### src/tcr_pkg.sv
`timescale 1ns / 1ps
// Shared types, codes and character class functions for the token class recognizer.
package tcr_pkg;

	localparam logic [15:0] LEN_MAX = 16'hFFFF;

	localparam logic [1:0] OP_BEGIN     = 2'd0;
	localparam logic [1:0] OP_NEXT      = 2'd1;
	localparam logic [1:0] OP_END       = 2'd2;
	localparam logic [1:0] OP_BEGIN_END = 2'd3;

	localparam logic [3:0] K_OPT_BLANK  = 4'd0;
	localparam logic [3:0] K_BLANK      = 4'd1;
	localparam logic [3:0] K_LINE_END   = 4'd2;
	localparam logic [3:0] K_ANY        = 4'd3;
	localparam logic [3:0] K_SEMI       = 4'd4;
	localparam logic [3:0] K_SLASHSLASH = 4'd5;
	localparam logic [3:0] K_BLOCK      = 4'd6;
	localparam logic [3:0] K_IDENT      = 4'd7;
	localparam logic [3:0] K_IDENT_H    = 4'd8;
	localparam logic [3:0] K_IDENT_U    = 4'd9;
	localparam logic [3:0] K_DEC        = 4'd10;
	localparam logic [3:0] K_HEX        = 4'd11;
	localparam logic [3:0] K_QUOTE_S    = 4'd12;
	localparam logic [3:0] K_QUOTE_D    = 4'd13;
	localparam logic [3:0] K_QUOTE_ANY  = 4'd14;

	localparam logic [4:0] PH_IDLE   = 5'd0;
	localparam logic [4:0] PH_BLANK  = 5'd1;
	localparam logic [4:0] PH_PRINT  = 5'd2;
	localparam logic [4:0] PH_ID     = 5'd3;
	localparam logic [4:0] PH_IDH    = 5'd4;
	localparam logic [4:0] PH_IDU    = 5'd5;
	localparam logic [4:0] PH_DEC    = 5'd6;
	localparam logic [4:0] PH_HEXRUN = 5'd7;
	localparam logic [4:0] PH_CR     = 5'd8;
	localparam logic [4:0] PH_CPP1   = 5'd9;
	localparam logic [4:0] PH_BLK1   = 5'd10;
	localparam logic [4:0] PH_BLKB   = 5'd11;
	localparam logic [4:0] PH_BLKS   = 5'd12;
	localparam logic [4:0] PH_HEX0   = 5'd13;
	localparam logic [4:0] PH_HEXX   = 5'd14;
	localparam logic [4:0] PH_QS     = 5'd15;
	localparam logic [4:0] PH_QD     = 5'd16;

	localparam logic [7:0] CH_TAB    = 8'd9;
	localparam logic [7:0] CH_LF     = 8'd10;
	localparam logic [7:0] CH_CR     = 8'd13;
	localparam logic [7:0] CH_SP     = 8'd32;
	localparam logic [7:0] CH_DEL    = 8'd127;
	localparam logic [7:0] CH_STAR   = 8'd42;
	localparam logic [7:0] CH_SLASH  = 8'd47;
	localparam logic [7:0] CH_SEMI   = 8'd59;
	localparam logic [7:0] CH_SQUOTE = 8'd39;
	localparam logic [7:0] CH_DQUOTE = 8'd34;
	localparam logic [7:0] CH_X      = 8'd120;
	localparam logic [7:0] CH_ZERO   = 8'd48;
	localparam logic [7:0] CH_HYPHEN = 8'd45;
	localparam logic [7:0] CH_UNDER  = 8'd95;

	typedef struct packed {
		logic [4:0]  phase;
		logic [15:0] count;
		logic        sat;
	} state_t;

	typedef struct packed {
		logic        matched;
		logic [15:0] length;
		logic        overflow;
	} result_t;

	typedef struct packed {
		state_t  nxt;
		logic    fire;
		result_t res;
	} step_t;

	function automatic logic is_blank(input logic [7:0] c);
		return (c == CH_TAB) || (c == CH_SP);
	endfunction

	function automatic logic is_print(input logic [7:0] c);
		return (c == CH_TAB) || ((c >= CH_SP) && (c <= CH_DEL));
	endfunction

	function automatic logic is_alpha(input logic [7:0] c);
		return ((c >= 8'd65) && (c <= 8'd90)) || ((c >= 8'd97) && (c <= 8'd122));
	endfunction

	function automatic logic is_digit(input logic [7:0] c);
		return (c >= 8'd48) && (c <= 8'd57);
	endfunction

	function automatic logic is_alnum(input logic [7:0] c);
		return is_alpha(c) || is_digit(c);
	endfunction

	function automatic logic is_hex(input logic [7:0] c);
		return is_digit(c) || ((c >= 8'd65) && (c <= 8'd70)) ||
			((c >= 8'd97) && (c <= 8'd102));
	endfunction

	function automatic logic is_cbody(input logic [7:0] c);
		return is_print(c) || (c == CH_LF) || (c == CH_CR);
	endfunction

endpackage

### src/tcr_step.sv
`timescale 1ns / 1ps
// Next-state and result logic for one character step of the recognizer.
module tcr_step (
	input  logic [1:0]     op,
	input  logic [7:0]     ch,
	input  logic [3:0]     kind,
	input  tcr_pkg::state_t cur,
	output tcr_pkg::step_t step
);

	logic [4:0]  ph;
	logic [15:0] cnt;
	logic        sat;
	logic        bmp;
	logic        fin;
	logic        hit;

	always_comb begin
		ph  = cur.phase;
		cnt = cur.count;
		sat = cur.sat;
		bmp = 1'b0;
		fin = 1'b0;
		hit = 1'b0;
		unique case (op)
			tcr_pkg::OP_BEGIN: begin
				cnt = '0;
				sat = 1'b0;
				ph  = tcr_pkg::PH_IDLE;
				unique case (kind)
					tcr_pkg::K_OPT_BLANK: begin
						if (tcr_pkg::is_blank(ch)) begin
							ph = tcr_pkg::PH_BLANK; cnt = 16'd1;
						end else begin
							fin = 1'b1; hit = 1'b1;
						end
					end
					tcr_pkg::K_BLANK: begin
						if (tcr_pkg::is_blank(ch)) begin
							ph = tcr_pkg::PH_BLANK; cnt = 16'd1;
						end else fin = 1'b1;
					end
					tcr_pkg::K_LINE_END: begin
						if (ch == tcr_pkg::CH_LF) begin
							cnt = 16'd1; fin = 1'b1; hit = 1'b1;
						end else if (ch == tcr_pkg::CH_CR) begin
							ph = tcr_pkg::PH_CR; cnt = 16'd1;
						end else fin = 1'b1;
					end
					tcr_pkg::K_ANY: begin
						if (tcr_pkg::is_print(ch)) begin
							ph = tcr_pkg::PH_PRINT; cnt = 16'd1;
						end else begin
							fin = 1'b1; hit = 1'b1;
						end
					end
					tcr_pkg::K_SEMI: begin
						if (ch == tcr_pkg::CH_SEMI) begin
							ph = tcr_pkg::PH_PRINT; cnt = 16'd1;
						end else fin = 1'b1;
					end
					tcr_pkg::K_SLASHSLASH: begin
						if (ch == tcr_pkg::CH_SLASH) begin
							ph = tcr_pkg::PH_CPP1; cnt = 16'd1;
						end else fin = 1'b1;
					end
					tcr_pkg::K_BLOCK: begin
						if (ch == tcr_pkg::CH_SLASH) begin
							ph = tcr_pkg::PH_BLK1; cnt = 16'd1;
						end else fin = 1'b1;
					end
					tcr_pkg::K_IDENT: begin
						if (tcr_pkg::is_alpha(ch)) begin
							ph = tcr_pkg::PH_ID; cnt = 16'd1;
						end else fin = 1'b1;
					end
					tcr_pkg::K_IDENT_H: begin
						if (tcr_pkg::is_alpha(ch)) begin
							ph = tcr_pkg::PH_IDH; cnt = 16'd1;
						end else fin = 1'b1;
					end
					tcr_pkg::K_IDENT_U: begin
						if (tcr_pkg::is_alpha(ch)) begin
							ph = tcr_pkg::PH_IDU; cnt = 16'd1;
						end else fin = 1'b1;
					end
					tcr_pkg::K_DEC: begin
						if (tcr_pkg::is_digit(ch)) begin
							ph = tcr_pkg::PH_DEC; cnt = 16'd1;
						end else fin = 1'b1;
					end
					tcr_pkg::K_HEX: begin
						if (ch == tcr_pkg::CH_ZERO) begin
							ph = tcr_pkg::PH_HEX0; cnt = 16'd1;
						end else fin = 1'b1;
					end
					tcr_pkg::K_QUOTE_S: begin
						if (ch == tcr_pkg::CH_SQUOTE) begin
							ph = tcr_pkg::PH_QS; cnt = 16'd1;
						end else fin = 1'b1;
					end
					tcr_pkg::K_QUOTE_D: begin
						if (ch == tcr_pkg::CH_DQUOTE) begin
							ph = tcr_pkg::PH_QD; cnt = 16'd1;
						end else fin = 1'b1;
					end
					tcr_pkg::K_QUOTE_ANY: begin
						if (ch == tcr_pkg::CH_SQUOTE) begin
							ph = tcr_pkg::PH_QS; cnt = 16'd1;
						end else if (ch == tcr_pkg::CH_DQUOTE) begin
							ph = tcr_pkg::PH_QD; cnt = 16'd1;
						end else fin = 1'b1;
					end
					default: fin = 1'b1;
				endcase
			end
			tcr_pkg::OP_NEXT: begin
				unique case (cur.phase) inside
					tcr_pkg::PH_IDLE: ;
					tcr_pkg::PH_BLANK: begin
						if (tcr_pkg::is_blank(ch)) bmp = 1'b1;
						else begin fin = 1'b1; hit = 1'b1; end
					end
					tcr_pkg::PH_PRINT: begin
						if (tcr_pkg::is_print(ch)) bmp = 1'b1;
						else begin fin = 1'b1; hit = 1'b1; end
					end
					tcr_pkg::PH_ID: begin
						if (tcr_pkg::is_alnum(ch)) bmp = 1'b1;
						else begin fin = 1'b1; hit = 1'b1; end
					end
					tcr_pkg::PH_IDH: begin
						if (tcr_pkg::is_alnum(ch) || ch == tcr_pkg::CH_HYPHEN) bmp = 1'b1;
						else begin fin = 1'b1; hit = 1'b1; end
					end
					tcr_pkg::PH_IDU: begin
						if (tcr_pkg::is_alnum(ch) || ch == tcr_pkg::CH_UNDER) bmp = 1'b1;
						else begin fin = 1'b1; hit = 1'b1; end
					end
					tcr_pkg::PH_DEC: begin
						if (tcr_pkg::is_digit(ch)) bmp = 1'b1;
						else begin fin = 1'b1; hit = 1'b1; end
					end
					tcr_pkg::PH_HEXRUN: begin
						if (tcr_pkg::is_hex(ch)) bmp = 1'b1;
						else begin fin = 1'b1; hit = 1'b1; end
					end
					tcr_pkg::PH_CR: begin
						bmp = (ch == tcr_pkg::CH_LF);
						fin = 1'b1;
						hit = 1'b1;
					end
					tcr_pkg::PH_CPP1: begin
						if (ch == tcr_pkg::CH_SLASH) begin
							bmp = 1'b1; ph = tcr_pkg::PH_PRINT;
						end else fin = 1'b1;
					end
					tcr_pkg::PH_BLK1: begin
						if (ch == tcr_pkg::CH_STAR) begin
							bmp = 1'b1; ph = tcr_pkg::PH_BLKB;
						end else fin = 1'b1;
					end
					tcr_pkg::PH_BLKB: begin
						if (ch == tcr_pkg::CH_STAR) begin
							bmp = 1'b1; ph = tcr_pkg::PH_BLKS;
						end else if (tcr_pkg::is_cbody(ch)) bmp = 1'b1;
						else fin = 1'b1;
					end
					tcr_pkg::PH_BLKS: begin
						if (ch == tcr_pkg::CH_SLASH) begin
							bmp = 1'b1; fin = 1'b1; hit = 1'b1;
						end else if (ch == tcr_pkg::CH_STAR) bmp = 1'b1;
						else if (tcr_pkg::is_cbody(ch)) begin
							bmp = 1'b1; ph = tcr_pkg::PH_BLKB;
						end else fin = 1'b1;
					end
					tcr_pkg::PH_HEX0: begin
						if (ch == tcr_pkg::CH_X) begin
							bmp = 1'b1; ph = tcr_pkg::PH_HEXX;
						end else fin = 1'b1;
					end
					tcr_pkg::PH_HEXX: begin
						if (tcr_pkg::is_hex(ch)) begin
							bmp = 1'b1; ph = tcr_pkg::PH_HEXRUN;
						end else fin = 1'b1;
					end
					tcr_pkg::PH_QS: begin
						if (ch == tcr_pkg::CH_SQUOTE) begin
							bmp = 1'b1; fin = 1'b1; hit = 1'b1;
						end else if (tcr_pkg::is_print(ch)) bmp = 1'b1;
						else fin = 1'b1;
					end
					tcr_pkg::PH_QD: begin
						if (ch == tcr_pkg::CH_DQUOTE) begin
							bmp = 1'b1; fin = 1'b1; hit = 1'b1;
						end else if (tcr_pkg::is_print(ch)) bmp = 1'b1;
						else fin = 1'b1;
					end
					default: ph = tcr_pkg::PH_IDLE;
				endcase
			end
			tcr_pkg::OP_END: begin
				if (cur.phase != tcr_pkg::PH_IDLE) begin
					fin = 1'b1;
					unique case (cur.phase) inside
						tcr_pkg::PH_BLANK, tcr_pkg::PH_PRINT, tcr_pkg::PH_ID,
						tcr_pkg::PH_IDH, tcr_pkg::PH_IDU, tcr_pkg::PH_DEC,
						tcr_pkg::PH_HEXRUN, tcr_pkg::PH_CR: hit = 1'b1;
						default: hit = 1'b0;
					endcase
				end
			end
			tcr_pkg::OP_BEGIN_END: begin
				cnt = '0;
				sat = 1'b0;
				fin = 1'b1;
				hit = (kind == tcr_pkg::K_OPT_BLANK) || (kind == tcr_pkg::K_ANY);
			end
			default: ;
		endcase
		if (bmp) begin
			if (cnt != tcr_pkg::LEN_MAX) cnt = cnt + 16'd1;
			else sat = 1'b1;
		end
		if (fin) ph = tcr_pkg::PH_IDLE;
	end

	assign step.nxt.phase     = ph;
	assign step.nxt.count     = cnt;
	assign step.nxt.sat       = sat;
	assign step.fire          = fin;
	assign step.res.matched   = hit;
	assign step.res.length    = hit ? cnt : 16'd0;
	assign step.res.overflow  = hit & sat;

endmodule

### src/token_class_recognizer_core.sv
`timescale 1ns / 1ps
// Top level of the token class recognizer: input register, recognizer state, result register.
// A character is registered in the input register, its result in the result register.
// Throughput: one character per cycle unless stalled; the state updates in a single pass.
// Only a held result on the output side stalls a character that produces a result.
// Reset (arst_n low, asynchronous) empties both registers, clears the state, sets class 0.
module token_class_recognizer_core (
	input  logic        clk,
	input  logic        arst_n,
	input  logic        src_valid,
	output logic        src_stall,
	input  logic [1:0]  op,
	input  logic [7:0]  ch,
	output logic        res_valid,
	input  logic        res_stall,
	output logic        matched,
	output logic [15:0] length,
	output logic        overflow,
	input  logic        cfg_valid,
	output logic        cfg_ready,
	input  logic [3:0]  cfg_data
);

	logic             vld_s1;
	logic [1:0]       op_s1;
	logic [7:0]       ch_s1;
	logic             vld_s2;
	tcr_pkg::result_t res_s2;
	tcr_pkg::state_t  state_q;
	logic [3:0]       kind_q;
	tcr_pkg::step_t   step;
	logic             adv;
	logic             proc;

	tcr_step u_step (
		.op   (op_s1),
		.ch   (ch_s1),
		.kind (kind_q),
		.cur  (state_q),
		.step (step)
	);

	assign adv       = ~vld_s2 | ~res_stall;
	assign proc      = vld_s1 & (adv | ~step.fire);
	assign src_stall = vld_s1 & ~proc;
	assign cfg_ready = 1'b1;

	always_ff @(posedge clk or negedge arst_n) begin
		if (!arst_n) begin
			vld_s1 <= 1'b0;
		end else if (!src_stall) begin
			vld_s1 <= src_valid;
		end
	end

	always_ff @(posedge clk) begin
		if (src_valid && !src_stall) begin
			op_s1 <= op;
			ch_s1 <= ch;
		end
	end

	always_ff @(posedge clk or negedge arst_n) begin
		if (!arst_n) begin
			state_q <= '{phase: tcr_pkg::PH_IDLE, count: 16'd0, sat: 1'b0};
		end else if (proc) begin
			state_q <= step.nxt;
		end
	end

	always_ff @(posedge clk or negedge arst_n) begin
		if (!arst_n) begin
			kind_q <= tcr_pkg::K_OPT_BLANK;
		end else if (cfg_valid && cfg_ready) begin
			kind_q <= cfg_data;
		end
	end

	always_ff @(posedge clk or negedge arst_n) begin
		if (!arst_n) begin
			vld_s2 <= 1'b0;
		end else if (proc && step.fire) begin
			vld_s2 <= 1'b1;
		end else if (adv) begin
			vld_s2 <= 1'b0;
		end
	end

	always_ff @(posedge clk) begin
		if (proc && step.fire) begin
			res_s2 <= step.res;
		end
	end

	assign res_valid = vld_s2;
	assign matched   = res_s2.matched;
	assign length    = res_s2.length;
	assign overflow  = res_s2.overflow;

endmodule

### config.mk
export PLATFORM = sky130hd
export DESIGN_NAME = token_class_recognizer_core
export DESIGN_NICKNAME = d
export VERILOG_FILES = /design/src/tcr_pkg.sv /design/src/tcr_step.sv /design/src/token_class_recognizer_core.sv
export SDC_FILE = /design/constraint.sdc
export NUM_CORES = 1
export LEC_CHECK = 0
export ABC_AREA = 1
export BUFFER_PORTS_ARGS = -buffer_cell sky130_fd_sc_hd__buf_2
export CAP_MARGIN = 10
export CORE_AREA = 2 2 88 90
export CTS_CLUSTER_DIAMETER = 60
export DETAILED_ROUTE_END_ITERATION = 7
export DIE_AREA = 0 0 90 92
export PLACE_DENSITY = 0.78
export SYNTH_ARGS = -nofsm -noshare
export SYNTH_HDL_FRONTEND = slang
export SYNTH_SLANG_ARGS = --single-unit
### constraint.sdc
create_clock -name clk -period 3.72 [get_ports clk]
set_input_delay 0.186 -clock clk [delete_from_list [all_inputs] [get_ports clk]]
set_output_delay 0.186 -clock clk [all_outputs]
set_load 0.005 [all_outputs]
**Word level (Yosys, flattened, before mapping)**

Index checks and enable logic that the tools add are counted.

- Register bits after elaboration: 56
- Input port bits: 19
- Output and inout bits: 21
- Logic and storage cells: 221

- Add/subtract/negate cells: 1
- $lt $le $gt $ge: 10
- Eq/ne operators: 56
- Multiplexer cells: 100
- Bitwise operators: 9
- Reductions and logical operators: 34

Operator list:

| kind | count |
|---|---|
| $pmux 5 s14 | 1 |
| $eq 8x6->1 const B | 8 |
| $mux 1 | 63 |
| $mux 5 | 11 |
| $eq 5x4->1 const B | 8 |
| $le 8x7->1 const B | 5 |
| $pmux 5 s7 | 1 |
| $pmux 1 s11 | 3 |
| $mux 16 | 2 |
| $pmux 16 s2 | 1 |
| $pmux 1 s15 | 2 |
| $eq 4x4->1 const B | 7 |
| $eq 8x4->1 const B | 3 |
| $mux 4 | 6 |
| $eq 5x3->1 const B | 4 |
| $ne 4x3->1 const B | 5 |
| $add 16x1->16 const B | 1 |
| $eq 4x3->1 const B | 4 |
| $eq 8x7->1 const B | 2 |
| $ge 8x6->1 const B | 2 |
| $ge 8x7->1 const B | 2 |
| $ne 16x16->1 const B | 1 |
| $ne 4x2->1 const B | 3 |
| $logic_or 1x1->1 | 11 |
| 30 further kinds | 54 |

**Depth between registers and ports, before layout**

- Word-level depth: 17
- Depth in mapped cells: 25
- Gate-level depth less buffers: 25

**Modules after synthesis**

A second synthesis with hierarchy kept.

- Cell total of the unflattened synthesis: 727
- Area, all modules: 4556.9 um^2

Modules (own cells, without submodules):

| module | instances | cells each | area each (um^2) | sequential area each (um^2) |
|---|---|---|---|---|
| tcr_step | 1 | 573 | 2578.7 | 0.0 |
| token_class_recognizer_core | 1 | 154 | 1978.1 | 1541.5 |

**Least setup slack after synthesis**

OpenSTA, ideal clock, no wires.

- Path type: reg-to-reg
- From: register ch_s1[7]
- To: register res_s2 (netlist bit length[1]) (data pin)
- Library setup time: 254 ps
- Arrival time: 2847 ps
- Required time: 3466 ps
- Setup slack: 619 ps
- Stages on the path, launching flop included: 24
- Buffers on the path: 0
- Clock period less this slack: 3101 ps
- Cell sequence: edfxtp_1 > inv_2 > nand2_2 > nor2_1 > nand2_1 > nand2_1 > nand2_1 > nand2_1 > nand2_1 > nand4_1 > nand2_1 > nand2_1 > ha_1 > inv_1 > nor3_1 > inv_1 > nor4_1 > nand2_1 > nand3_1 > inv_1 > nand2_1 > o21ai_0 > inv_1 > nor2_1

- Longest elaborated chain between the ends: 11
- Elaborated cells on any way between the ends: 87
- Classes of those cells: add/sub: 1; order compare: 10; eq/ne: 14; mux: 46; reduce/logical: 16

RTL lines:

| what | RTL line | source |
|---|---|---|
| start: declaration | token_class_recognizer_core.sv:26 | `logic [7:0] ch_s1;` |
| start signal: assignment | token_class_recognizer_core.sv:59 | `ch_s1 <= ch;` |
| branches (longest 11 deep; another with $add 16x1->16) | n/a |  |
| end signal: assignment | token_class_recognizer_core.sv:91 | `res_s2 <= step.res;` |
| end: declaration | token_class_recognizer_core.sv:28 | `tcr_pkg::result_t res_s2;` |

Several ways; the timed one is not identified.
A chain may end at the register's enable or synchronous reset.

**Worst setup path in the final report**

- From: register ch_s1[5]
- To: register res_s2 (netlist bit length[1]) (data pin)

Same word-level chain as after synthesis.

==> metrics.sh <==
HOLD_START='ch[4]'
ROUTE.FINAL.WIRE_LENGTH_UM=10740
CRIT_PATH_START_KIND='register'
WORST_EP_ARRIVAL_TIME_NS=3.44
YOSYS_REGISTER_BITS=56
FINALCLOCKSKEW_NS=0.009634
GRT_START_MAX_NET_PINS=29
HOLDPATHSTAGES=1
DR.FIRST_ITER.DRC_COUNT=274
INSERTION_DELAY_NS=0.31
RSZ0062_AT_GRT='no'
REG2REG_FROM='ch_s1[5]'
MIN_PERIOD_OVER_PERIOD_PCT=90.71
AREA_GROWTH_SYN_TO_LAYOUT_PCT=10.64
MAPPEDNETLISTNETS=659
ANT_NETS=0
CELL_WITH_THE_BIGGEST_INDIVIDUAL_DELAY_ON_THE_CRITICAL_PATH='sky130_fd_sc_hd__edfxtp_1'
TIMING.CRITICAL_PATH.TO_TYPE='register'
TIMING.SETUP.TNS_NS=0
R2R_SLACK_NS=0.35
REG2REG_TO='length[1]'
GP_CONGESTION=1.020
YOSYSWARNINGCOUNT=0
DETAILED_ROUTING_ITERATION_COUNT_FOR_THE_PRE_ANTENNA_REPAIR_PASS=5
ROOT_BUFFER='sky130_fd_sc_hd__clkbuf_8'
ANTENNA_FOUND_INITIAL=0
SYN_AREA_MM2=0.004245
FINAL_COMMON_CELL='sky130_fd_sc_hd__nand2_1'
FINALHOLDWORSTSLACK_NS=0.04933
GRT_PASS1_VIAS=3802
WORSTPATHREQUIRED_NS=3.79
NUMBER_OF_VIAS_AFTER_DETAILED_ROUTING=4195
DIE_W_UM=90
DETAIL_ROUTE.WL_PER_CELL_UM=13.71
MAX_FREQ_MHz=296.3
P_PER_AREA_mW_PER_MM2=353.5
STATUS='finished, final reports clean'
CTS_INSERTED_BUFFERS=5
CTS_MAX_PATH_BUFFERS=2
POWER.LEAKAGE_nW=2.101
SEQ_AREA_FRAC_SYNTH_PCT=36.31
ROUTE.DETAILED.VIAS_PER_INST=5.358
FP.DIEH_UM=92
FINALHOLDVIOLCOUNT=0
FINALNETCOUNT=704
SHARE_OF_FINAL_LAYOUT_STANDARD_CELLS_STRONGER_THAN_DRIVE_STRENGTH_1_PCT=14.24
SLEW_VIOL_FINAL=0
WORST_PIN_SLEW_NS=0.6521
CTS.REPORTEDPATHS.CLKPINSLEW_NS=0.10
GLOBAL_ROUTE_WIRE_LENGTH_BEFORE_REPAIR_UM=17860
DESIGN.PORTCOUNT=40
DRC=0
COMMONEST_NON_FILL_NON_TAP_CELLS_IN_THE_LAYOUT='sky130_fd_sc_hd__nand2_1, sky130_fd_sc_hd__nor2_1, sky130_fd_sc_hd__inv_1, sky130_fd_sc_hd__nand3_1, sky130_fd_sc_hd__buf_2'
PLACEABLECOREAREA_MM2=0.007447
ROWS=32
DIE-AREA_MM2=0.008280
PORT_BUFFERS=38
MIN_TO='ch_s1[4]'
WORSTPATHMAXFANOUT=7
CTS_MAX_LEVEL=2
FILLERINSTANCES=712
PATH_CLASS='reg -> reg'
PATH_COMMON_CELL='sky130_fd_sc_hd__nand2_1'
LENGTH_IN_CELLS_OF_THE_WORST_REG_TO_REG_PATH=22
YOSYSUNIQUECELLTYPES=40
SYNTH_CELLS=635
GLOBALROUTE.TOTALOVERFLOW=0
SETUP_VIOL=0
PLACE_HPWL_UM=8327
AVGSYNTHCELLAREA_UM2=6.686
CTS.SINK_COUNT=56
TIMING.MAX_SLEW.REL_SLACK_PCT=56.53
GRTUSAGETOTAL_PCT=26.40
NUM_ANTENNA_CELLS=0
TIMING.CRITICAL_PATH.SLOWEST_CELL_DELAY_NS=0.50
IR_DROP_mV=0.2476
MAX_CAP_VIOLS=0
TRITONCTS='built'
CRIT_PATH_CELL_TRACE='nand2_2 -> nor2_1 -> nand2_1 -> nand3_1 -> nand2_1 -> nand2_2 -> nand2_1 -> nand4_1 -> nand2_1 -> nand2_1 -> ha_1 -> inv_1 -> nor3_2 -> inv_1 -> nor4_1 -> nand2_1 -> nand3_1 -> inv_1 -> nand2_1 -> o21ai_0 -> inv_1 -> nor2_1'
FINALWORSTPATHREQUIREDPERIOD_NS=3.374
MIN_PATH_TYPE='in -> reg'
FLOORPLAN.INITIALDENSITY_PCT=57.01
==> stage by stage <==
step / worst slack (ns) / power [mW] / utilization, % / std cells / cell area, µm²
floorplan: 0.6191 / 1.091 / - / 635 / 4245
CTS: 0.1819 / 1.661 / 62.50 / 779 / 4654
detailed placement: 0.2060 / 1.223 / 60.65 / 770 / 4517
global placement: 0.3547 / 1.218 / 60.65 / 770 / 4517
finish: 0.3456 / 1.660 / 63.07 / 783 / 4697
global route: 0.01244 / 1.754 / 63.07 / 783 / 4697
==> worst max-delay path by stage <==
stage	from	endpoint
after floorplan	ch_s1[7]	length[1]
after detailed placement	ch_s1[2]	length[12]
final	ch_s1[5]	length[1]
after CTS	ch_s1[2]	length[6]
after global placement	ch_s1[2]	length[10]
after global routing	ch_s1[7]	length[1]
==> final cells by class <==
cell class,instances,area [µm²],share of cell area (%)
Clock buffer,7,97.59,2.078
Clock inverter,1,30.03,0.6393
Inverter,90,337.8,7.192
Multi-Input combinational cell,479,2297,48.91
Sequential cell,56,1541,32.82
Tap cell,102,127.6,2.717
Timing Repair Buffer,47,260.3,5.541
Timing Repair inverter,1,5.005,0.1066
==> Yosys cell counts, drive strengths merged <==
| cell | instances | area share [%] |
|---|---|---|
| o211ai | 4 | 0.71 |
| nor3 | 10 | 1.2 |
| nand4 | 14 | 2.2 |
| xor2 | 5 | 1.0 |
| buf | 10 | 2.0 |
| nand3 | 47 | 6.0 |
| xnor2 | 6 | 1.2 |
| a21oi | 9 | 1.1 |
| o22ai | 1 | 0.15 |
| dfrtp | 28 | 17 |
| nand2 | 190 | 18 |
| ha | 5 | 1.5 |
| o31ai | 1 | 0.18 |
| conb | 1 | 0.088 |
| nor4 | 5 | 0.74 |
| o21ai | 59 | 7.4 |
| and2 | 2 | 0.29 |
| edfxtp | 28 | 20 |
| a22oi | 1 | 0.18 |
| a21boi | 1 | 0.18 |
| o41ai | 1 | 0.21 |
| and3 | 2 | 0.29 |
| a211oi | 2 | 0.47 |
| o21bai | 1 | 0.18 |
| o21a | 1 | 0.18 |
| nor2 | 111 | 11 |
| inv | 90 | 8.0 |
==> flip-flops by register name, summed over array words and instances, names as in the netlist <==
register	flops
overflow	1
matched	1
vld_s1	1
op_s1	2
ch_s1	8
kind_q	4
length	16
state_q	22
res_valid	1
==> power by group <==
group	switching (mW)	internal [mW]	total, mW
Clock	0.199	0.242	0.441
Combinational	0.324	0.140	0.464
Sequential	0.0411	0.714	0.755
Total	0.564	1.10	1.66
==> what timing repair did <==
item,in CTS,in global routing
endpoints found under the hold margin,28,0
hold buffers,1,0
setup buffers,0,3
resized for setup,0,5
setup endpoints to repair,0,33
==> critical path, delay by kind of cell (launching register included) <==
| family | cells | cell delay (ns) |
|---|---|---|
| and+or+nand+nor | 16 | 2.00 |
| adders and majority gates | 1 | 0.20 |
| AOI/OAI and AO/OA | 1 | 0.07 |
| DFF | 1 | 0.50 |
| buffers and inverters | 4 | 0.36 |
==> cell families after synthesis <==
| family | Yosys count | share of synthesized area, % |
|---|---|---|
| XOR/XNOR | 11 | 2.269 |
| flip-flops | 56 | 36.31 |
| AND/OR/NAND/NOR | 381 | 39.05 |
| buffers and inverters | 100 | 9.932 |
| other | 1 | 0.08833 |
| adder cells (fa/ha/maj) | 5 | 1.474 |
| AO/OA/AOI/OAI | 81 | 10.88 |
==> routing by layer <==
metal,wire length [µm],up-vias,track usage (%),part of all wire (%)
met5,0,-,0,0
met4,146,0,7.308,1.4
met3,768,9,3.615,7.2
met2,4489,161,39.10,42
met1,5332,1894,40.43,50
li1,-,2131,-,-
(Power assumes the default switching activity.)
